### src/rtl/tctw_pkg.sv
package tctw_pkg;

    localparam logic [7:0] NEWLINE_CODE = 8'd10;
    localparam logic [7:0] ATTR_RESET = 8'd7;
    localparam logic KIND_PUT = 1'b0;
    localparam logic KIND_READ = 1'b1;

    localparam int QUEUE_DEPTH = 2;
    localparam int QUEUE_PW = $clog2(QUEUE_DEPTH);
    localparam int QUEUE_CW = $clog2(QUEUE_DEPTH + 1);

    typedef struct packed {
        logic        kind;
        logic [7:0]  char_code;
        logic [10:0] cell_index;
    } item_in_t;

    typedef struct packed {
        logic [7:0]  read_char;
        logic [7:0]  read_attr;
        logic [10:0] cursor_pos;
        logic        scrolled;
    } item_out_t;

    typedef enum logic [1:0] {
        OP_PUT,
        OP_NEWLINE,
        OP_READ,
        OP_READ_NONE
    } op_t;

    typedef struct packed {
        op_t         op;
        logic [7:0]  code;
        logic [7:0]  attr;
        logic [10:0] index;
    } cmd_t;

    typedef enum logic [1:0] {
        ST_CLEAR,
        ST_IDLE,
        ST_READ,
        ST_SCROLL
    } back_state_t;

endpackage

### src/rtl/tctw_queue.sv
module tctw_queue (
    input  logic           clk,
    input  logic           rst_n,
    input  logic           push,
    input  tctw_pkg::cmd_t push_cmd,
    input  logic           pop,
    output tctw_pkg::cmd_t head,
    output logic           avail,
    output logic           full
);

    tctw_pkg::cmd_t entries_reg [tctw_pkg::QUEUE_DEPTH];
    logic [tctw_pkg::QUEUE_PW-1:0] wr_ptr_reg;
    logic [tctw_pkg::QUEUE_PW-1:0] rd_ptr_reg;
    logic [tctw_pkg::QUEUE_CW-1:0] count_reg;
    logic [tctw_pkg::QUEUE_CW-1:0] count_next;

    assign head = entries_reg[rd_ptr_reg];
    assign avail = (count_reg != '0);
    assign full = (count_reg == tctw_pkg::QUEUE_CW'(tctw_pkg::QUEUE_DEPTH));

    always_comb
    begin
        count_next = count_reg;
        if (push && !pop)
        begin
            count_next = count_reg + 1'b1;
        end
        else if (pop && !push)
        begin
            count_next = count_reg - 1'b1;
        end
    end

    always_ff @(posedge clk)
    begin
        if (push)
        begin
            entries_reg[wr_ptr_reg] <= push_cmd;
        end
    end

    always_ff @(posedge clk or negedge rst_n)
    begin
        if (!rst_n)
        begin
            wr_ptr_reg <= '0;
            rd_ptr_reg <= '0;
            count_reg <= '0;
        end
        else
        begin
            if (push)
            begin
                wr_ptr_reg <= wr_ptr_reg + 1'b1;
            end
            if (pop)
            begin
                rd_ptr_reg <= rd_ptr_reg + 1'b1;
            end
            count_reg <= count_next;
        end
    end

endmodule

### config.mk
export PLATFORM = sky130hd
export DESIGN_NAME = tctw_queue
export DESIGN_NICKNAME = d
export VERILOG_FILES = /design/src/rtl/tctw_pkg.sv /design/src/rtl/tctw_queue.sv
export SDC_FILE = /design/constraint.sdc
export NUM_CORES = 1
export LEC_CHECK = 0
export BUFFER_PORTS_ARGS = -buffer_cell sky130_fd_sc_hd__clkbuf_2
export CELL_PAD_IN_SITES_DETAIL_PLACEMENT = 1
export CELL_PAD_IN_SITES_GLOBAL_PLACEMENT = 2
export CORE_MARGIN = 2
export CORE_UTILIZATION = 38
export DETAILED_ROUTE_END_ITERATION = 10
export PLACE_DENSITY_LB_ADDON = 0.15
export SLEW_MARGIN = 40
export SYNTH_ARGS = -nofsm -noshare
export SYNTH_HDL_FRONTEND = slang
export SYNTH_SLANG_ARGS = --single-unit
### constraint.sdc
create_clock -name clk -period 2.7 [get_ports clk]
set_clock_uncertainty 0.05 [all_clocks]
set_input_delay 0.135 -clock clk [delete_from_list [all_inputs] [get_ports clk]]
set_output_delay 0.135 -clock clk [all_outputs]
set_load 0.01 [all_outputs]
==> summary.txt, run 1 <==
CTS
  – Number of CTS-inserted buffers: 9
  – # hold bufs at CTS: 32
  – Resized Gates After CTS: 0
  – Post-CTS setup buffers: 0
  – Worst skew pair latency: 0.32 ns
  – Clock transition at path regs: 0.06 ns
  – H-Tree Depth: 3
  – TritonCTS clock tree: yes
  – Sink Count: a little over 60
  – Clk buf depth: 2
  – Root Driver: clkbuf_8

Placement
  – Post-DP HPWL: 2870 um
  – Dpl cell area: roughly 2800 um2
  – Port Buffers: 63
  – Placer Congestion: 0.6840

Timing
  – RSZ-0062 raised after global routing: false
  – Worst-margin pin slew: 0.7461 ns
  – Fin crit period: 1.940 ns
  – Ratio of final minimum period to clock period: 0.7186
  – Final TNS setup: 0 ns
  – Max Slew Vio Count: 0
  – Final setup violating endpoints: 0
  – Fmax: between 500 and 600 MHz
  – Slew HR: 0.5026
  – Hold Violations, Final: 0

Synth
  – Register area share after synthesis: 0.7675
  – Post-synth EDFFs: 58
  – XOR/XNOR share of the synthesized area: 0.01825
  – Syn Area/Cell: 22.64 um2
  – Commonest cells in the netlist: 58 x edfxtp_1, 29 x mux2_4, 4 x dfrtp_1, 4 x xor2_1, 3 x buf_6
  – Mapped cell area: 2400 um2
  – Synth Register Bits: 62
  – Top_reg_cell synth: edfxtp_1
  – Syn_nets: between 100 and 150
  – Post-Synth Simple-Gate Area: 0.01199
  – Synth Area in Compound Gates: 0
  – Leading area contributor after synthesis: edfxtp_1
  – Synth area leaders: edfxtp_1 73%, mux2_4 18%, dfrtp_1 4.2%, xor2_1 1.5%, buf_6 1.4%
  – Synth Warn #: 0
  – Syn Inst Count: 106
  – Async SR Flop Fraction: 0.06452
  – Synth Area in Adders: 0.005214
  – Largest family of logic cells by synthesized area: multiplexers
  – Yosys cell types: 12
  – Most frequent cell after synthesis: edfxtp_1
  – Top cell type's share of synthesized area: 0.7258
  – Post-synthesis mux area share: 0.1814

Worst setup path
  – CP Cell Sequence: buf_4, mux2_4, clkbuf_2
  – CP endpoint kind: output port
  – Worst Path Required: 2.52 ns
  – Largest fanout on the critical path: 16
  – CP peak stage delay: 0.68 ns
  – Critical-path cell with the highest stage delay: dfrtp_2
  – Startpoint types: flip-flop
  – Worst Path Arrival: 1.76 ns
  – Crit path kind: flip-flop to output port
  – R2R Setup Slk: approximately 1.0 ns

Drt
  – DRT iter0 DRCs: 35
  – Residual DRC count: 0
  – DRT Pass-1 Iters: 2
  – Total wire length: 4347 um
  – WL/cell: 14.89 um
  – Antenna Nets Post-Route: 0
  – Vias: 1306
  – Via density: 4.473

GRT
  – Grt ovf: 0
  – Vias in the first global route: 1356
  – First-pass GRT wire length: 6796 um
  – Overall global routing resource usage: 0.1297
  – Antenna violations before repair: 0
  – Largest net degree at the start of global routing: 30

Cells and area
  – Share of cells above drive strength 1: 0.5023
  – NumNets Final: 247
  – Fillers: 597
  – Max FFs per register: 58
  – Area delta synth->final: 38.11%
  – Util after Layout: 0.5500
  – # diodes: 0
  – Final instance area: 3314 um2

Power
  – Leak Pwr: ~1.4 nW
  – P per Cell Area: about 920 nW/um2
  – Worst vdd ir: 468.7 uV

Die
  – Starting Density: 0.3983
  – Row count: 28
  – Die Width: 83.47 um
  – Io pins: 64
  – Core area: 6026 um2
  – Die height: 83.47 um
  – Die area: 6967 um2

Run status
  – Status: completed

Min path
  – Worst min-delay path category: primary input to asynchronous set/reset pin

Flow run
  – Max Cap Violations: 0
cells by family after synthesis:
group / after synthesis
DFF: 62
muxes: 29
xor gates and xnor gates: 5
and+or+nand+nor: 5
buffers and inverters: 4
adders and majority gates: 1
path summary, 6_finish.rpt:
path | startpoint | to | cells past startpoint
worst max-delay path | rd_ptr_reg$_DFFE_PN0P_ | head[11] | 3
worst min-delay path | rst_n | wr_ptr_reg$_DFFE_PN0P_ | 2
worst max register to register | wr_ptr_reg$_DFFE_PN0P_ | entries_reg[1][27]$_DFFE_PP_ | 2
worst min register to register | count_reg[1]$_DFFE_PN0P_ | count_reg[1]$_DFFE_PN0P_ | 1
max in group asynchronous | rst_n | rd_ptr_reg$_DFFE_PN0P_ | 2
min in group clk | count_reg[1]$_DFFE_PN0P_ | count_reg[1]$_DFFE_PN0P_ | 1
layout by cell type, fill, tap and decap left out:
master and count:
clkbuf_2 63, edfxtp_1 58, dlygate4sd3_1 32, mux2_4 29, clkbuf_8 9, xor2_1 4, clkbuf_1 3, dfrtp_1 3
clkinv_1 2, buf_4 2, inv_1 1, or2_2 1, nor2b_1 1, and2_1 1, nor2b_4 1, xnor2_1 1
nor2_1 1, ha_1 1, clkinv_2 1, buf_16 1, buf_12 1, dfrtp_2 1
worst max-delay path: cells and delay by family (launching register included):
family                 cells  cell delay (ns)
muxes                      1             0.33
DFF                        1             0.68
buffers and inverters      2             0.43
area by class of cell:
type	count	area (um2)	area share
Multi-Input combinational cell	40	528.0	0.1593
Timing Repair Buffer	99	698.2	0.2106
Inverter	1	3.754	0.001133
Tap cell	75	93.84	0.02831
Sequential cell	62	1843	0.5561
Clock buffer	12	135.1	0.04077
Clock inverter	3	12.51	0.003775
power by group:
group	total, W	internal [W]	switching, W
clock network	0.000624	0.000321	0.000304
logic	0.00101	0.000573	0.000441
registers	0.00141	0.00128	0.000129
total	0.00305	0.00218	0.000873
stage by stage:
step / power [W] / setup WS, ns / instances / hold slack (ns)
2_1_floorplan: 0.002072 / 0.5216 / 106 / -0.2106
3_3_place_gp: 0.002368 / 1.086 / 244 / -0.1046
3_5_place_dp: 0.002409 / 1.047 / 244 / -0.1010
4_1_cts: 0.003079 / 0.7184 / 291 / 0.08323
5_1_grt: 0.003207 / 0.6731 / 292 / 0.09770
6_report: 0.003051 / 0.7597 / 292 / 0.09577
routing by layer:
layer | vias to the layer above | share of wire | track usage
li1 | 622 | - | -
met1 | 636 | 0.40 | 0.1451
met2 | 40 | 0.53 | 0.2243
met3 | 8 | 0.050 | 0.04055
met4 | 0 | 0.024 | 0.06305
met5 | - | 0 | 0
No activity file was read; power rests on OpenSTA's default activity.
==> run 2: changes to the inputs <==
--- a/config.mk
+++ b/config.mk
@@ -5,11 +5,12 @@
 export SDC_FILE = /design/constraint.sdc
 export NUM_CORES = 1
 export LEC_CHECK = 0
+export ABC_AREA = 1
 export BUFFER_PORTS_ARGS = -buffer_cell sky130_fd_sc_hd__clkbuf_2
 export CELL_PAD_IN_SITES_DETAIL_PLACEMENT = 1
 export CELL_PAD_IN_SITES_GLOBAL_PLACEMENT = 2
 export CORE_MARGIN = 2
-export CORE_UTILIZATION = 38
+export CORE_UTILIZATION = 37
 export DETAILED_ROUTE_END_ITERATION = 10
 export PLACE_DENSITY_LB_ADDON = 0.15
 export SLEW_MARGIN = 40
==> constraint.sdc (replaced) <==
create_clock -name clk -period 2 [get_ports clk]
set_clock_uncertainty 0.05 [all_clocks]
set_input_delay 0.1 -clock clk [delete_from_list [all_inputs] [get_ports clk]]
set_output_delay 0.1 -clock clk [all_outputs]
set_load 0.01 [all_outputs]
==> run 2 against run 1 <==
  * Die area up 3.3%
  * Combinational power up 36%
  * Sequential power up 34%
  * Cell area up 2.0%
  * Register-to-register slack worse by 0.48 ns
  * Worst setup slack worse by 0.57 ns
  * Critical path depth unchanged
  * Count of clock-buffer cells in the layout down 1
  * Via count up 4.6%
==> summary.txt, run 2 <==
Die
  – Row count: 29
  – Die Width: 84.83 um
  – Core area: 6350 um2
  – Die area: 7196 um2
  – Starting Density: 0.3807
  – Io pins: 64
  – Die height: 84.83 um

Synth
  – Mapped cell area: 2417 um2
  – Commonest cells in the netlist: 58 x edfxtp_1, 29 x mux2_4, 7 x inv_1
  – Top cell type's share of synthesized area: 0.7205
  – Syn_nets: 149
  – Synth area leaders: edfxtp_1 72%, mux2_4 18%, dfrtp_1 4.1%, buf_6 1.4%, inv_1 1.1%
  – Post-synth EDFFs: 58
  – Synth Warn #: 0
  – Synth Register Bits: 62
  – Register area share after synthesis: 0.7619
  – Syn Inst Count: 115
  – Async SR Flop Fraction: 0.06452
  – Syn Area/Cell: 21.02 um2
  – Top_reg_cell synth: edfxtp_1
  – Yosys cell types: 12
  – Most frequent cell after synthesis: edfxtp_1
  – Leading area contributor after synthesis: edfxtp_1

Drt
  – Via density: around 4.5
  – Total wire length: 4395 um
  – DRT Pass-1 Iters: 4
  – WL/cell: between 10 and 15 um
  – Antenna Nets Post-Route: 0
  – Vias: roughly 1400
  – DRT iter0 DRCs: 30
  – Residual DRC count: 0

Cells and area
  – Max FFs per register: 58
  – Area delta synth->final: 39.80%
  – # diodes: 0
  – Fillers: 609
  – Share of cells above drive strength 1: 0.4912
  – Multi-input gate area: 523.0 um2
  – Reg area: between 1500 and 2000 um2
  – NumNets Final: about 260
  – Most frequent cells in the layout: 63 x clkbuf_2, 58 x edfxtp_1, 32 x dlygate4sd3_1
  – Commonest non-fill, non-tap cell in the layout: clkbuf_2

CTS
  – H-Tree Depth: 3
  – Root Driver: clkbuf_8
  – Resized Gates After CTS: 0
  – TritonCTS clock tree: yes
  – Sink Count: 62
  – Worst skew pair latency: 0.33 ns
  – Clock transition at path regs: 0.07 ns
  – Number of CTS-inserted buffers: 9
  – Clk buf depth: 2

Worst setup path
  – Worst Path Arrival: 1.67 ns
  – Critical-path cell with the highest stage delay: dfrtp_2
  – Worst reg2reg path depth: 3
  – Critical Path Sink: head[22]
  – WP depth: 3
  – Crit path kind: flip-flop to output port
  – Startpoint types: flip-flop
  – Reg-to-Reg Start: wr_ptr_reg$_DFFE_PN0P_
  – Top delay family on crit path: flip-flops
  – Worst Path Required: 1.85 ns
  – R2R Setup Slk: 0.56 ns
  – Largest fanout on the critical path: 18
  – FF-to-FF End: entries_reg[1][7]$_DFFE_PP_
  – Bufs and invs on worst path: 2
  – CP peak stage delay: 0.63 ns
  – CP endpoint kind: output port
  – CP Cell Sequence: buf_12, mux2_4, clkbuf_2
  – Setup crit start: rd_ptr_reg$_DFFE_PN0P_

GRT
  – Vias in the first global route: 1477
  – Overall global routing resource usage: 0.1340
  – Antenna violations before repair: 0
  – First-pass GRT wire length: 6962 um
  – Grt ovf: 0
  – Largest net degree at the start of global routing: 19

Timing
  – Max Slew Vio Count: 0
  – Fin crit period: ~1.8 ns
  – Ratio of final minimum period to clock period: 0.9075
  – Worst-margin pin slew: 0.4211 ns
  – Final TNS setup: 0 ns
  – Worst hold slack: 0.05332 ns
  – Hold Violations, Final: 0
  – RSZ-0062 raised after global routing: false
  – Fmax: 550.9 MHz
  – Final setup violating endpoints: 0
  – Slew HR: 0.7193

Placement
  – Post-DP HPWL: approximately 3000 um
  – Port Buffers: 63
  – Placer Congestion: 0.6874

Run status
  – Status: completed

Power
  – Worst vdd ir: about 720 uV
  – Leak Pwr: 1.438 nW
  – P per Cell Area: 1304 nW/um2

Min path
  – Worst min-delay path category: primary input to asynchronous set/reset pin

Flow run
  – Max Cap Violations: 0
## run 2: final cells by class
| cell class | count | area share |
|---|---|---|
| sequential | 62 | 0.5454 |
| timing repair buffer | 100 | 0.2029 |
| multi-input combinational | 43 | 0.1548 |
| inverter | 7 | 0.007775 |
| tap | 77 | 0.02851 |
| clock inverter | 5 | 0.02184 |
| clock buffer | 11 | 0.03887 |
## run 2: worst min path at each step
stage	endpoint	depth (start not counted)
after CTS	count_reg[0]$_DFFE_PN0P_	2
after detailed placement	count_reg[0]$_DFFE_PN0P_	1
final	count_reg[0]$_DFFE_PN0P_	2
after global routing	count_reg[1]$_DFFE_PN0P_	2
after global placement	count_reg[0]$_DFFE_PN0P_	1
after floorplan	count_reg[0]$_DFFE_PN0P_	0
## run 2: where the power goes
part	total [W]	switching, W	internal [W]
combinational	0.00137	0.000614	0.000756
sequential	0.00189	0.000155	0.00173
clock	0.00115	0.000458	0.000694
## run 2: kinds of logic (layout without fill, tap and decap cells)
logic type	Yosys count	in the layout	synth area share
DFF	62	62	0.7619
muxes	29	29	0.1801
and+or+nand+nor	10	10	0.01708
buffers and inverters	10	123	0.02485
xor gates and xnor gates	3	3	0.01087
adders and majority gates	1	1	0.005175
## run 2: repair_timing
action,4_1_cts,5_1_grt
endpoints found under the hold margin,64,0
setup buffers,0,0
hold buffers,32,0
## run 2: per-layer routing
metal | vias up | part of all wire | track usage
met5 | - | 0 | 0
met4 | 0 | 0.014 | 0.05628
met3 | 7 | 0.061 | 0.05934
met2 | 44 | 0.53 | 0.2305
met1 | 669 | 0.40 | 0.1436
li1 | 646 | - | -
## run 2: through the flow
step                      power, W  setup WS [ns]  cell area, um2  utilization  instances
final                     0.004407         0.1849            3379       0.5322        305
after CTS                 0.004486         0.1427            3379       0.5322        305
after global routing      0.004632         0.1004            3379       0.5322        305
after global placement    0.003224         0.5363            2854       0.4495        257
after floorplan           0.002800         0.3652            2420            -        115
after detailed placement  0.003269         0.5154            2854       0.4495        257
==> run 3: changes to the inputs <==
==> constraint.sdc (replaced) <==
create_clock -name clk -period 2 [get_ports clk]
set_clock_uncertainty 0.05 [all_clocks]
set_input_delay 0.3 -clock clk [delete_from_list [all_inputs] [get_ports clk]]
set_output_delay 0.3 -clock clk [all_outputs]
set_load 0.01 [all_outputs]
==> run 3 against run 2 <==
  * Cell area decreased by 9.3%
  * First-iteration DRC count increased by 57%
  * Combinational power about the same
  * Sequential share of layout area increased by 5.6 points
  * Utilization decreased by 5.0 points
  * Count of clock-buffer cells in the layout unchanged
  * Sequential cell count unchanged
  * Hold slack improved by 0.060 ns
  * Die area unchanged
  * Highest routed layer unchanged
==> summary.txt, run 3 (synthesis gave the netlist of run 2 again) <==
Run status
  – Status: completed

Cells and area
  – Most frequent cells in the layout: 63 x clkbuf_2, 58 x edfxtp_1, 29 x mux2_4
  – # diodes: 0
  – Max FFs per register: 58
  – Share of cells above drive strength 1: 0.5707
  – Commonest non-fill, non-tap cell in the layout: clkbuf_2
  – Final std cells w/o fill: about 280
  – Util after Layout: 0.4826
  – Area delta synth->final: 26.76%
  – NumNets Final: 227
  – Final instance area: 3064 um2

CTS
  – H-Tree Depth: 3
  – TritonCTS clock tree: yes
  – Number of CTS-inserted buffers: 9
  – Post-CTS setup buffers: 0
  – Root Driver: clkbuf_8
  – Sink Count: 62
  – Worst skew pair latency: 0.32 ns
  – Resized Gates After CTS: 0
  – Clk buf depth: 2
  – Clock transition at path regs: about 0.060 ns

Power
  – P per Cell Area: 1410 nW/um2
  – Leak Pwr: about 1.3 nW
  – Worst vdd ir: 596.4 uV

Worst setup path
  – Largest fanout on the critical path: 19
  – Worst Path Arrival: roughly 1.5 ns
  – Reg-to-Reg Start: wr_ptr_reg$_DFFE_PN0P_
  – Crit path kind: flip-flop to output port
  – Startpoint types: flip-flop
  – CP endpoint kind: output port
  – Setup crit start: rd_ptr_reg$_DFFE_PN0P_
  – Worst Path Required: 1.65 ns

GRT
  – Vias in the first global route: 1353
  – Antenna violations before repair: 0
  – Grt ovf: 0
  – Largest net degree at the start of global routing: 20
  – First-pass GRT wire length: 6548 um
  – Overall global routing resource usage: 0.1244

Drt
  – Total wire length: 4175 um
  – Wire length on met3: 237 um
  – Metal1 wirelength: 1659 um
  – Max layer used: met4
  – DRT Pass-1 Iters: 3
  – WL met2: 2199 um
  – Residual DRC count: 0
  – Antenna Nets Post-Route: 0
  – DRT iter0 DRCs: 47
  – Via density: roughly 4.5
  – Vias: 1236
  – WL/cell: 15.18 um

Timing
  – Final setup violating endpoints: 0
  – Fmax: 540.1 MHz
  – Ratio of final minimum period to clock period: 0.9258
  – RSZ-0062 raised after global routing: false
  – Worst hold slack: about 0.11 ns
  – Max Slew Vio Count: 0
  – Final TNS setup: 0 ns
  – Hold Violations, Final: 0
  – Fin crit period: 1.852 ns
  – Slew HR: 0.7561
  – Worst-margin pin slew: 0.3659 ns

Placement
  – Port Buffers: 63
  – Post-DP HPWL: 2985 um
  – Placed cells: between 200 and 300
  – Placer Congestion: 0.6457
  – Dpl cell area: ~2800 um2

Min path
  – Worst min-delay path category: primary input to flip-flop
  – Min-delay src: pop

Flow run
  – Max Cap Violations: 0

Die
  – Io pins: between 60 and 70
  – Die height: 84.83 um
  – Starting Density: 0.3807
  – Die Width: 84.83 um
  – Core area: ~6300 um2
  – Die area: 7196 um2
  – Row count: 29
-- run 3: critical path: stages (launching register included) --
cell	delay [ns]
dfrtp_2	0.36
buf_4	0.34
mux2_4	0.34
clkbuf_2	0.13
-- run 3: worst paths after layout --
kind	end	slack, ns	cells after the start
hold reg to reg	count_reg[1]$_DFFE_PN0P_	0.44	2
min in group asynchronous	count_reg[0]$_DFFE_PN0P_	0.26	2
max in group asynchronous	rd_ptr_reg$_DFFE_PN0P_	1.50	2
hold / removal	rd_ptr_reg$_DFFE_PN0P_	0.11	2
setup reg to reg	entries_reg[0][17]$_DFFE_PP_	0.83	2
setup / recovery	head[4]	0.15	3
-- run 3: cell type report --
| class | instances | area [um2] |
|---|---|---|
| fill | 621 | 3286 |
| timing repair buffer | 70 | 370.4 |
| sequential | 62 | 1843 |
| inverter | 7 | 26.28 |
| multi-input combinational | 43 | 523.0 |
| clock inverter | 5 | 73.82 |
| tap | 77 | 96.34 |
| clock buffer | 11 | 131.4 |
-- run 3: metrics by stage --
stage / worst slack (ns) / total power, W
2_1_floorplan: 0.3652 / 0.002800
6_report: 0.1484 / 0.004322
5_1_grt: 0.08279 / 0.004545
3_3_place_gp: 0.5035 / 0.003211
4_1_cts: 0.1157 / 0.004407
3_5_place_dp: 0.4888 / 0.003264
-- run 3: per-layer routing --
metal	GRT usage	up-vias
met4	0.06926	0
met3	0.04961	9
li1	-	589
met5	0	-
met2	0.2069	42
met1	0.1357	596
-- run 3: power by group --
part	switching [W]	internal [W]	leakage [nW]	total, W
clock network	0.000433	0.000694	0.105	0.00113
logic	0.000668	0.000705	0.613	0.00137
registers	0.0000904	0.00173	0.590	0.00182
total	0.00119	0.00313	1.31	0.00432
-- run 3: what timing repair did --
action,in CTS,in global routing
endpoints found under the setup margin,0,0
hold endpoints to repair,4,0
hold buffers,1,0
