<file path="src/rtl/tctw_pkg.sv">
package tctw_pkg;

    localparam logic [7:0] NEWLINE_CODE = 8'd10;
    localparam logic [7:0] ATTR_RESET = 8'd7;
    localparam logic KIND_PUT = 1'b0;
    localparam logic KIND_READ = 1'b1;

    localparam int QUEUE_DEPTH = 2;
    localparam int QUEUE_PW = $clog2(QUEUE_DEPTH);
    localparam int QUEUE_CW = $clog2(QUEUE_DEPTH + 1);

    typedef struct packed {
        logic        kind;
        logic [7:0]  char_code;
        logic [10:0] cell_index;
    } item_in_t;

    typedef struct packed {
        logic [7:0]  read_char;
        logic [7:0]  read_attr;
        logic [10:0] cursor_pos;
        logic        scrolled;
    } item_out_t;

    typedef enum logic [1:0] {
        OP_PUT,
        OP_NEWLINE,
        OP_READ,
        OP_READ_NONE
    } op_t;

    typedef struct packed {
        op_t         op;
        logic [7:0]  code;
        logic [7:0]  attr;
        logic [10:0] index;
    } cmd_t;

    typedef enum logic [1:0] {
        ST_CLEAR,
        ST_IDLE,
        ST_READ,
        ST_SCROLL
    } back_state_t;

endpackage

</file>
<file path="src/rtl/tctw_front.sv">
module tctw_front #(
    parameter int COLUMNS = 80,
    parameter int ROWS = 25
) (
    input  logic               clk,
    input  logic               rst_n,
    input  logic               start,
    input  tctw_pkg::item_in_t cmd,
    input  logic               cfg_we,
    input  logic [7:0]         cfg_data,
    input  logic               queue_full,
    input  logic               clearing,
    output logic               busy,
    output logic               push,
    output tctw_pkg::cmd_t     push_cmd
);

    localparam int CELLS = COLUMNS * ROWS;

    logic [7:0] attr_reg;

    always_ff @(posedge clk or negedge rst_n)
    begin
        if (!rst_n)
        begin
            attr_reg <= tctw_pkg::ATTR_RESET;
        end
        else if (cfg_we)
        begin
            attr_reg <= cfg_data;
        end
    end

    assign busy = queue_full | clearing;
    assign push = start & ~busy;

    always_comb
    begin
        push_cmd.code = cmd.char_code;
        push_cmd.attr = attr_reg;
        push_cmd.index = cmd.cell_index;
        if (cmd.kind == tctw_pkg::KIND_READ)
        begin
            if (32'(cmd.cell_index) < 32'(CELLS))
            begin
                push_cmd.op = tctw_pkg::OP_READ;
            end
            else
            begin
                push_cmd.op = tctw_pkg::OP_READ_NONE;
            end
        end
        else if (cmd.char_code == tctw_pkg::NEWLINE_CODE)
        begin
            push_cmd.op = tctw_pkg::OP_NEWLINE;
        end
        else
        begin
            push_cmd.op = tctw_pkg::OP_PUT;
        end
    end

endmodule

</file>
<file path="config.mk">
export PLATFORM = sky130hd
export DESIGN_NAME = tctw_front
export DESIGN_NICKNAME = d
export VERILOG_FILES = /design/src/rtl/tctw_pkg.sv /design/src/rtl/tctw_front.sv
export SDC_FILE = /design/constraint.sdc
export NUM_CORES = 1
export LEC_CHECK = 0
export BUFFER_PORTS_ARGS = -buffer_cell sky130_fd_sc_hd__buf_2
export CORE_MARGIN = 4
export CORE_UTILIZATION = 33
export CTS_CLUSTER_SIZE = 14
export DETAILED_ROUTE_END_ITERATION = 6
export PLACE_DENSITY = 0.8
export SYNTH_ARGS = -nofsm -noshare
export SYNTH_HDL_FRONTEND = slang
export SYNTH_SLANG_ARGS = --single-unit
</file>
<file path="constraint.sdc">
create_clock -name clk -period 1.4 [get_ports clk]
set_input_delay 0.14 -clock clk [delete_from_list [all_inputs] [get_ports clk]]
set_output_delay 0.14 -clock clk [all_outputs]
set_load 0.01 [all_outputs]
</file>
==> results of run 1 <==
-- power by group through the flow --
stage                     Combinational [mW]  Sequential [mW]  Clock (mW)
final                                  0.164            0.272       0.178
after global placement                 0.161            0.274           0
after detailed placement               0.166            0.276           0
after CTS                              0.168            0.273       0.189
after floorplan                       0.0976            0.287           0
after global routing                   0.180            0.276       0.211
-- how the worst min path moves through the flow --
stage | end | cells after the start
after detailed placement | attr_reg[7] | 1
after CTS | attr_reg[3] | 2
after global routing | attr_reg[3] | 2
after floorplan | attr_reg[3] | 0
after global placement | attr_reg[4] | 1
final | attr_reg[6] | 2
-- metal layers --
layer | part of all wire | up-vias | GRT usage
met3 | 0.16 | 0 | 0.02632
met2 | 0.54 | 36 | 0.1845
met4 | 0 | 0 | 0.05376
li1 | - | 218 | -
met5 | 0 | - | 0
met1 | 0.29 | 210 | 0.08506
-- Yosys cell counts --
cell type,n
sky130_fd_sc_hd__mux2_2,8
sky130_fd_sc_hd__nor4b_2,1
sky130_fd_sc_hd__buf_4,20
sky130_fd_sc_hd__inv_1,1
sky130_fd_sc_hd__o211ai_1,1
sky130_fd_sc_hd__dfstp_2,3
sky130_fd_sc_hd__o21ai_1,1
sky130_fd_sc_hd__buf_6,1
sky130_fd_sc_hd__dfrtp_1,5
sky130_fd_sc_hd__or2_2,1
sky130_fd_sc_hd__nand4_1,2
sky130_fd_sc_hd__nor2_1,3
-- stage by stage --
stage	utilization	setup slack (ns)	instances	hold WS (ns)	power [mW]
final	0.4647	0.3750	103	0.1249	0.6140
after global routing	0.4647	0.3327	103	0.1060	0.6667
after CTS	0.4647	0.3591	103	0.1179	0.6294
after detailed placement	0.4403	0.4046	98	-0.01162	0.4417
after global placement	0.4403	0.4282	98	-0.01708	0.4344
after floorplan	-	0.6201	47	-0.1556	0.3851
-- kinds of logic (layout without fill, tap and decap cells) --
| logic type | count (synthesis) | count (layout) |
|---|---|---|
| simple gates | 7 | 7 |
| buf+inv | 22 | 62 |
| mux | 8 | 8 |
| flops | 8 | 8 |
| compound gates | 2 | 2 |
-- timing repair --
item,CTS,global route
setup buffers,0,0
endpoints found under the hold margin,8,0
hold buffers,1,0
-- layout make-up --
class / instances / share of cell area
timing repair buffer: 57 / 0.4195
multi-input combinational: 17 / 0.2134
clock buffer: 4 / 0.03797
sequential: 8 / 0.2948
tap: 16 / 0.02893
inverter: 1 / 0.005425
==> flow_summary.html, run 1 <==
<table>
<tr><th>Metric</th><th>Value</th></tr>
<tr><th colspan="2">Timing</th></tr>
<tr><td>Max-slew violation count</td><td>0</td></tr>
<tr><td>Headroom to the max-slew limit</td><td>0.8627</td></tr>
<tr><td>Post-route fraction of the period consumed by the critical path</td><td>0.7321</td></tr>
<tr><td>Peak Freq</td><td>0.9756 GHz</td></tr>
<tr><td>Number of setup violations in the final report</td><td>0</td></tr>
<tr><td>Clk_skew</td><td>0 ns</td></tr>
<tr><td>Post-layout min period</td><td>approximately 1 ns</td></tr>
<tr><td>Final hold violation count</td><td>0</td></tr>
<tr><td>Slew at the pin closest to its max-slew limit</td><td>0.2054 ns</td></tr>
<tr><td>Total negative setup slack</td><td>0 ns</td></tr>
<tr><td>RSZ-0062 raised after global routing</td><td>false</td></tr>
<tr><th colspan="2">Placement</th></tr>
<tr><td>Half-perimeter wire length after detailed placement</td><td>between 1000 and 1500 um</td></tr>
<tr><td>Placed cell areas</td><td>655.6 um2</td></tr>
<tr><td>Final estimated routing congestion in global placement</td><td>a little over 0.6</td></tr>
<tr><td>Port Buffers</td><td>56</td></tr>
<tr><th colspan="2">Yosys</th></tr>
<tr><td>Post-synthesis cell type with the largest combined area</td><td>sky130_fd_sc_hd__buf_4</td></tr>
<tr><td>Multiplexer area fraction after synthesis</td><td>0.1743</td></tr>
<tr><td>Leading post-synthesis cells by cell area</td><td>sky130_fd_sc_hd__buf_4, sky130_fd_sc_hd__dfrtp_1, sky130_fd_sc_hd__mux2_2, sky130_fd_sc_hd__dfstp_2, sky130_fd_sc_hd__nor4b_2</td></tr>
<tr><td>Main combinational cell family by area after synthesis</td><td>buffers and inverters</td></tr>
<tr><td>Post-synthesis net count</td><td>a little over 80</td></tr>
<tr><td>Post-synthesis share of cell area spent on xor and xnor gates</td><td>0</td></tr>
<tr><td>Synthesized-area fraction occupied by and/or/nand/nor cells</td><td>0.08717</td></tr>
<tr><td>Yosys Warn Count</td><td>0</td></tr>
<tr><td>Cell area after synthesis</td><td>516.7 um2</td></tr>
<tr><td>Library cells used by synthesis</td><td>12</td></tr>
<tr><td>Area share of the largest cell type after synthesis</td><td>0.2906</td></tr>
<tr><td>Post-synthesis instance total</td><td>47</td></tr>
<tr><td>Flip-flop and latch count after synthesis</td><td>8</td></tr>
<tr><td>Mean instance size in the synthesized netlist</td><td>about 11 um2</td></tr>
<tr><td>Sequential area share after synthesis</td><td>0.3947</td></tr>
<tr><td>Synthesized-area fraction occupied by ao, oa, aoi and oai cells</td><td>0.02421</td></tr>
<tr><td>Share of synthesized cell area in full adder, half adder and majority cells</td><td>0</td></tr>
<tr><th colspan="2">Setup path</th></tr>
<tr><td>Top fanout value on the critical path</td><td>2</td></tr>
<tr><td>Class of the most critical setup path</td><td>flip-flop to output pin</td></tr>
<tr><td>Logic depth of the worst setup path including buffers</td><td>1</td></tr>
<tr><td>Endpoint of the worst-slack reg-to-reg timing path</td><td>attr_reg[7]</td></tr>
<tr><td>Sort of element at the start of the critical path</td><td>flip-flop</td></tr>
<tr><td>Arrival time reported for the critical path endpoint</td><td>between 0.8 and 0.9 ns</td></tr>
<tr><td>Critical path, cell by cell</td><td>buf_2</td></tr>
<tr><td>Sum of buffers and inverters on the critical path</td><td>1</td></tr>
<tr><td>FF-to-FF path depth</td><td>1</td></tr>
<tr><td>Worst setup path startpoint</td><td>attr_reg[0]</td></tr>
<tr><td>Critical path destination</td><td>push_cmd[11]</td></tr>
<tr><td>Highest cell delay on the worst timing path</td><td>0.52 ns</td></tr>
<tr><td>Kind of cell with the highest combined delay on the critical path</td><td>flip-flops</td></tr>
<tr><td>CP required</td><td>~1.3 ns</td></tr>
<tr><td>Worst R2R Setup Slack</td><td>0.64 ns</td></tr>
<tr><td>Crit-path slowest cell</td><td>sky130_fd_sc_hd__dfstp_2</td></tr>
<tr><td>Start of the worst register-to-register path</td><td>attr_reg[7]</td></tr>
<tr><td>Element type at the critical path end</td><td>output pin</td></tr>
<tr><th colspan="2">Hold path</th></tr>
<tr><td>HP Start</td><td>cfg_data[6]</td></tr>
<tr><td>Worst min-delay path class</td><td>input pin to flip-flop</td></tr>
<tr><th colspan="2">Power and ir drop</th></tr>
<tr><td>VDD IR-drop max</td><td>between 0.0004 and 0.0005 V</td></tr>
<tr><td>Sequential group share of total power</td><td>0.444</td></tr>
<tr><td>Part of the total power dissipated in the clock network</td><td>0.290</td></tr>
<tr><td>Areal power density over the cells</td><td>887.4 mW/mm2</td></tr>
<tr><td>Standby leakage power</td><td>~0.38 nW</td></tr>
<tr><td>Switching portion of total power</td><td>0.2548</td></tr>
<tr><td>Net load switching power</td><td>0.1564 mW</td></tr>
<tr><td>Total internal power</td><td>about 0.46 mW</td></tr>
<tr><td>Combinational share of power</td><td>0.266</td></tr>
<tr><th colspan="2">Route</th></tr>
<tr><td>Detail Route Antenna Nets</td><td>0</td></tr>
<tr><td>Residual DRC count</td><td>0</td></tr>
<tr><td>WL final</td><td>approximately 1200 um</td></tr>
<tr><td>First-pass iteration count of the detailed router</td><td>1</td></tr>
<tr><td>Average wire per cell in the routed design</td><td>approximately 12 um</td></tr>
<tr><td>Number of DRC violations after detailed-routing iteration 0</td><td>0</td></tr>
<tr><td>Via count</td><td>approximately 460</td></tr>
<tr><td>Vias/cell</td><td>about 4.5</td></tr>
<tr><th colspan="2">Cells and area</th></tr>
<tr><td>Signed area change from the synthesized netlist to the final layout</td><td>33.90%</td></tr>
<tr><td>Max FFs per register</td><td>8</td></tr>
<tr><td>Fraction of layout instances using a drive strength above 1</td><td>0.8276</td></tr>
<tr><td>FF+latch area</td><td>~200 um2</td></tr>
<tr><td>Most common cell after layout, fill and taps aside</td><td>sky130_fd_sc_hd__buf_2</td></tr>
<tr><td>Post-route standard cell area excluding fillers</td><td>~700 um2</td></tr>
<tr><td>Multi-input gate area in the final layout</td><td>between 100 and 150 um2</td></tr>
<tr><td>Ant diodes</td><td>0</td></tr>
<tr><td>Commonest cells after routing, fill and taps aside</td><td>sky130_fd_sc_hd__buf_2, sky130_fd_sc_hd__mux2_2, sky130_fd_sc_hd__dfrtp_1</td></tr>
<tr><td>FILL cells</td><td>about 150</td></tr>
<tr><td>Layout Nets</td><td>about 120</td></tr>
<tr><th colspan="2">Clocking</th></tr>
<tr><td>H-tree depth reported by CTS</td><td>1</td></tr>
<tr><td>Clock tree from TritonCTS</td><td>built</td></tr>
<tr><td>Clock Sinks</td><td>8</td></tr>
<tr><td>Maximum buffer depth of the clock tree</td><td>2</td></tr>
<tr><td>Clock slew seen by the registers of the worst setup and hold paths</td><td>approximately 0.050 ns</td></tr>
<tr><td>Root buffer selected by CTS</td><td>sky130_fd_sc_hd__clkbuf_4</td></tr>
<tr><td>Number of gates resized after CTS</td><td>0</td></tr>
<tr><td>TritonCTS Buffers</td><td>3</td></tr>
<tr><td>Clock insertion delay at the later pin of the skew report</td><td>0.24 ns</td></tr>
<tr><th colspan="2">Global routing</th></tr>
<tr><td>Via count of the first global-routing pass</td><td>397</td></tr>
<tr><td>Wire length of the first global-routing pass</td><td>around 1500 um</td></tr>
<tr><td>Total global routing track utilization</td><td>0.09454</td></tr>
<tr><td>Antenna violations before repair</td><td>0</td></tr>
<tr><td>Remaining Overflow, GRT</td><td>0</td></tr>
<tr><td>Maximum number of pins on one net before global-route repair</td><td>9</td></tr>
<tr><th colspan="2">Floorplanning</th></tr>
<tr><td>DIE AREA</td><td>0.002263 mm2</td></tr>
<tr><td>Die boundary width</td><td>about 48 um</td></tr>
<tr><td>Cell Rows</td><td>14</td></tr>
<tr><td>Placeable core area</td><td>0.001489 mm2</td></tr>
<tr><td>Vertical die dimension</td><td>47.57 um</td></tr>
<tr><td>Effective utilization at floorplan</td><td>0.3471</td></tr>
<tr><td>Number of I/O pins</td><td>65</td></tr>
<tr><th colspan="2">Status</th></tr>
<tr><td>Run status</td><td>finished, final reports clean</td></tr>
<tr><th colspan="2">Job</th></tr>
<tr><td>Max-cap violations</td><td>0</td></tr>
</table>
(Power assumes the default switching activity.)
==> run 2: changes to the inputs <==
--- a/config.mk
+++ b/config.mk
@@ -5,12 +5,14 @@
 export SDC_FILE = /design/constraint.sdc
 export NUM_CORES = 1
 export LEC_CHECK = 0
+export ABC_AREA = 1
 export BUFFER_PORTS_ARGS = -buffer_cell sky130_fd_sc_hd__buf_2
+export CORE_ASPECT_RATIO = 0.75
 export CORE_MARGIN = 4
-export CORE_UTILIZATION = 33
+export CORE_UTILIZATION = 32
 export CTS_CLUSTER_SIZE = 14
 export DETAILED_ROUTE_END_ITERATION = 6
-export PLACE_DENSITY = 0.8
+export PLACE_DENSITY = 0.75
 export SYNTH_ARGS = -nofsm -noshare
 export SYNTH_HDL_FRONTEND = slang
 export SYNTH_SLANG_ARGS = --single-unit
==> constraint.sdc (replaced) <==
create_clock -name clk -period 1.02 [get_ports clk]
set_input_delay 0.102 -clock clk [delete_from_list [all_inputs] [get_ports clk]]
set_output_delay 0.102 -clock clk [all_outputs]
set_load 0.01 [all_outputs]
==> run 2 against run 1 <==
Against the previous run:
- sequential cell count unchanged
- non-clock buffer count unchanged
- register-to-register slack lost 0.38 ns
- clock skew did not move
- die area grew 11%
- sequential share of layout area shrank 2.8 points
- highest routed layer unchanged
==> flow_summary.html, run 2 <==
<table>
<tr><th>Metric</th><th>Value</th></tr>
<tr><th colspan="2">Yosys</th></tr>
<tr><td>Cell types with the highest counts after synthesis</td><td>sky130_fd_sc_hd__buf_4, sky130_fd_sc_hd__mux2_4, sky130_fd_sc_hd__nand2_1</td></tr>
<tr><td>Number of synthesized flops with an enable pin</td><td>0</td></tr>
<tr><td>Mean instance size in the synthesized netlist</td><td>roughly 10 um2</td></tr>
<tr><td>Count leader, synth</td><td>sky130_fd_sc_hd__buf_4</td></tr>
<tr><td>Cell area after synthesis</td><td>563.0 um2</td></tr>
<tr><td>Sequential area share after synthesis</td><td>0.3622</td></tr>
<tr><td>Post-synthesis instance total</td><td>56</td></tr>
<tr><td>Commonest register cell after synthesis</td><td>sky130_fd_sc_hd__dfrtp_1</td></tr>
<tr><td>Post-synthesis cell type with the largest combined area</td><td>sky130_fd_sc_hd__buf_4</td></tr>
<tr><td>Post-synthesis net count</td><td>90</td></tr>
<tr><td>Share of synthesized flip-flops with an asynchronous set or reset</td><td>1.000</td></tr>
<tr><td>Library cells used by synthesis</td><td>10</td></tr>
<tr><td>Area share of the largest cell type after synthesis</td><td>0.2667</td></tr>
<tr><td>Yosys Warn Count</td><td>0</td></tr>
<tr><td>Leading post-synthesis cells by cell area</td><td>sky130_fd_sc_hd__buf_4, sky130_fd_sc_hd__dfrtp_1, sky130_fd_sc_hd__mux2_4, sky130_fd_sc_hd__dfstp_2, sky130_fd_sc_hd__nand2_1</td></tr>
<tr><td>Flip-flop and latch count after synthesis</td><td>8</td></tr>
<tr><th colspan="2">Power and ir drop</th></tr>
<tr><td>Standby leakage power</td><td>0.4481 nW</td></tr>
<tr><td>Total Power Consumption</td><td>between 0.9 and 1 mW</td></tr>
<tr><td>Areal power density over the cells</td><td>1183 mW/mm2</td></tr>
<tr><td>VDD IR-drop max</td><td>approximately 0.00076 V</td></tr>
<tr><th colspan="2">Global routing</th></tr>
<tr><td>Total global routing track utilization</td><td>0.1170</td></tr>
<tr><td>Maximum number of pins on one net before global-route repair</td><td>9</td></tr>
<tr><td>Remaining Overflow, GRT</td><td>0</td></tr>
<tr><td>Antenna violations before repair</td><td>0</td></tr>
<tr><td>Wire length of the first global-routing pass</td><td>approximately 2200 um</td></tr>
<tr><td>Via count of the first global-routing pass</td><td>470</td></tr>
<tr><th colspan="2">Placement</th></tr>
<tr><td>Dpl cells</td><td>112</td></tr>
<tr><td>Port Buffers</td><td>56</td></tr>
<tr><td>Final estimated routing congestion in global placement</td><td>roughly 0.66</td></tr>
<tr><th colspan="2">Cells and area</th></tr>
<tr><td>Max FFs per register</td><td>8</td></tr>
<tr><td>FF+latch area</td><td>around 200 um2</td></tr>
<tr><td>Commonest cells after routing, fill and taps aside</td><td>sky130_fd_sc_hd__buf_2, sky130_fd_sc_hd__nand2_1, sky130_fd_sc_hd__mux2_4, sky130_fd_sc_hd__nor2_1, sky130_fd_sc_hd__dfrtp_1</td></tr>
<tr><td>Multi-input gate area in the final layout</td><td>roughly 190 um2</td></tr>
<tr><td>FILL cells</td><td>160</td></tr>
<tr><td>Most common cell after layout, fill and taps aside</td><td>sky130_fd_sc_hd__buf_2</td></tr>
<tr><td>Number of non-filler instances in the completed layout</td><td>roughly 120</td></tr>
<tr><td>Ant diodes</td><td>0</td></tr>
<tr><td>Signed area change from the synthesized netlist to the final layout</td><td>35.56%</td></tr>
<tr><td>Layout Nets</td><td>roughly 130</td></tr>
<tr><td>Fraction of layout instances using a drive strength above 1</td><td>0.7396</td></tr>
<tr><th colspan="2">Hold path</th></tr>
<tr><td>WHS Endpoint</td><td>attr_reg[4]</td></tr>
<tr><td>Worst min-delay path class</td><td>input pin to flip-flop</td></tr>
<tr><td>Worst hold path cell count</td><td>2</td></tr>
<tr><td>HP Start</td><td>cfg_data[4]</td></tr>
<tr><th colspan="2">Floorplanning</th></tr>
<tr><td>DIE AREA</td><td>between 0.002 and 0.003 mm2</td></tr>
<tr><td>Vertical die dimension</td><td>between 40 and 50 um</td></tr>
<tr><td>Effective utilization at floorplan</td><td>0.3606</td></tr>
<tr><td>Placeable core area</td><td>0.001562 mm2</td></tr>
<tr><td>Die boundary width</td><td>approximately 56 um</td></tr>
<tr><td>Cell Rows</td><td>12</td></tr>
<tr><td>Number of I/O pins</td><td>65</td></tr>
<tr><th colspan="2">Timing</th></tr>
<tr><td>Post-layout min period</td><td>0.9923 ns</td></tr>
<tr><td>Post-route fraction of the period consumed by the critical path</td><td>0.9729</td></tr>
<tr><td>Number of setup violations in the final report</td><td>0</td></tr>
<tr><td>Peak Freq</td><td>between 1 and 1.5 GHz</td></tr>
<tr><td>Slew at the pin closest to its max-slew limit</td><td>0.2519 ns</td></tr>
<tr><td>Total negative setup slack</td><td>0 ns</td></tr>
<tr><td>RSZ-0062 raised after global routing</td><td>true</td></tr>
<tr><td>Headroom to the max-slew limit</td><td>0.8321</td></tr>
<tr><td>Clk_skew</td><td>0 ns</td></tr>
<tr><td>Max-slew violation count</td><td>0</td></tr>
<tr><td>Final hold violation count</td><td>0</td></tr>
<tr><th colspan="2">Setup path</th></tr>
<tr><td>Start of the worst register-to-register path</td><td>attr_reg[3]</td></tr>
<tr><td>FF-to-FF path depth</td><td>1</td></tr>
<tr><td>Kind of cell with the highest combined delay on the critical path</td><td>flip-flops</td></tr>
<tr><td>Crit-path slowest cell</td><td>sky130_fd_sc_hd__dfstp_2</td></tr>
<tr><td>Arrival time reported for the critical path endpoint</td><td>between 0.8 and 0.9 ns</td></tr>
<tr><td>Highest cell delay on the worst timing path</td><td>0.54 ns</td></tr>
<tr><td>CP required</td><td>around 0.9 ns</td></tr>
<tr><td>Sort of element at the start of the critical path</td><td>flip-flop</td></tr>
<tr><td>Critical path, cell by cell</td><td>buf_6</td></tr>
<tr><td>Class of the most critical setup path</td><td>flip-flop to output pin</td></tr>
<tr><td>Worst R2R Setup Slack</td><td>~0.26 ns</td></tr>
<tr><td>Sum of buffers and inverters on the critical path</td><td>1</td></tr>
<tr><td>Top fanout value on the critical path</td><td>2</td></tr>
<tr><td>Element type at the critical path end</td><td>output pin</td></tr>
<tr><td>Endpoint of the worst-slack reg-to-reg timing path</td><td>attr_reg[3]</td></tr>
<tr><th colspan="2">Route</th></tr>
<tr><td>Via count</td><td>~460</td></tr>
<tr><td>Number of DRC violations after detailed-routing iteration 0</td><td>5</td></tr>
<tr><td>Vias/cell</td><td>between 3 and 4</td></tr>
<tr><td>Average wire per cell in the routed design</td><td>around 12 um</td></tr>
<tr><td>Residual DRC count</td><td>0</td></tr>
<tr><td>WL final</td><td>approximately 1400 um</td></tr>
<tr><td>First-pass iteration count of the detailed router</td><td>3</td></tr>
<tr><td>Detail Route Antenna Nets</td><td>0</td></tr>
<tr><th colspan="2">Clocking</th></tr>
<tr><td>Post-CTS setup buffers</td><td>0</td></tr>
<tr><td>Clock slew seen by the registers of the worst setup and hold paths</td><td>0.05 ns</td></tr>
<tr><td>TritonCTS Buffers</td><td>3</td></tr>
<tr><td>Clock Sinks</td><td>8</td></tr>
<tr><td>Clock insertion delay at the later pin of the skew report</td><td>around 0.25 ns</td></tr>
<tr><td>Maximum buffer depth of the clock tree</td><td>2</td></tr>
<tr><td>H-tree depth reported by CTS</td><td>1</td></tr>
<tr><td>Clock tree from TritonCTS</td><td>built</td></tr>
<tr><td>Root buffer selected by CTS</td><td>sky130_fd_sc_hd__clkbuf_4</td></tr>
<tr><th colspan="2">Status</th></tr>
<tr><td>Run status</td><td>finished, final reports clean</td></tr>
<tr><th colspan="2">Job</th></tr>
<tr><td>Max-cap violations</td><td>0</td></tr>
</table>
==> run 2: cell types whose count changed after synthesis <==
cell / delta
sky130_fd_sc_hd__nor2_1: +4
sky130_fd_sc_hd__inv_1: +1
sky130_fd_sc_hd__o211ai_1: -1
sky130_fd_sc_hd__o21ai_1: -1
sky130_fd_sc_hd__nor3b_1: +1
sky130_fd_sc_hd__nor4b_2: -1
sky130_fd_sc_hd__mux2_2: -8
sky130_fd_sc_hd__nand4_1: -2
sky130_fd_sc_hd__mux2_4: +8
sky130_fd_sc_hd__nand2_1: +8
==> run 2: worst max-delay path by stage <==
stage / start / endpoint / slack (ns) / depth (start not counted)
detailed placement: clearing / push / 0.21 / 4
floorplan: attr_reg[3] / attr_reg[3] / 0.24 / 1
global placement: clearing / push / 0.23 / 4
global route: attr_reg[0] / push_cmd[11] / -0.02 / 1
CTS: attr_reg[0] / push_cmd[11] / 0.002 / 1
finish: attr_reg[1] / push_cmd[12] / 0.03 / 1
==> run 2: where the power goes <==
part | total, mW | switching [mW] | internal [mW]
clock | 0.256 | 0.106 | 0.150
combinational | 0.268 | 0.113 | 0.155
sequential | 0.379 | 0.0201 | 0.359
==> run 2: what timing repair did <==
| action | 4_1_cts | 5_1_grt |
|---|---|---|
| hold buffers | 1 | 0 |
| resized for setup | 0 | 3 |
| hold endpoints to repair | 8 | 0 |
| endpoints found under the setup margin | 0 | 3 |
==> run 2: per-layer routing <==
metal | track usage | share of wire
met5 | 0 | 0
met4 | 0.03791 | 0
met3 | 0.05248 | 0.077
met2 | 0.2097 | 0.57
met1 | 0.1246 | 0.35
==> run 2: kinds of logic (layout without fill, tap and decap cells) <==
group,count (synthesis),in the layout,share of synthesized area
buffers and inverters,23,63,0.3000
AND/OR/NAND/NOR,17,17,0.1245
multiplexers,8,8,0.2133
flip-flops,8,8,0.3622
==> run 2: layout make-up <==
class | instances | area share
repair buffers | 57 | 0.4049
flip-flops and latches | 8 | 0.2672
multi-input cells | 25 | 0.2492
clock buffers | 4 | 0.03443
well taps | 21 | 0.03443
inverters | 2 | 0.009836
==> run 2: per-stage QoR <==
| stage | utilization | hold slack [ns] | area, um2 | setup slack, ns |
|---|---|---|---|---|
| finish | 0.4888 | 0.07326 | 763.2 | 0.02769 |
| global route | 0.4888 | 0.04466 | 763.2 | -0.02270 |
| CTS | 0.4768 | 0.06650 | 744.5 | 0.001651 |
| detailed placement | 0.4535 | -0.04767 | 708.2 | 0.2094 |
| global placement | 0.4535 | -0.05503 | 708.2 | 0.2309 |
| floorplan | - | -0.1936 | 563.0 | 0.2407 |
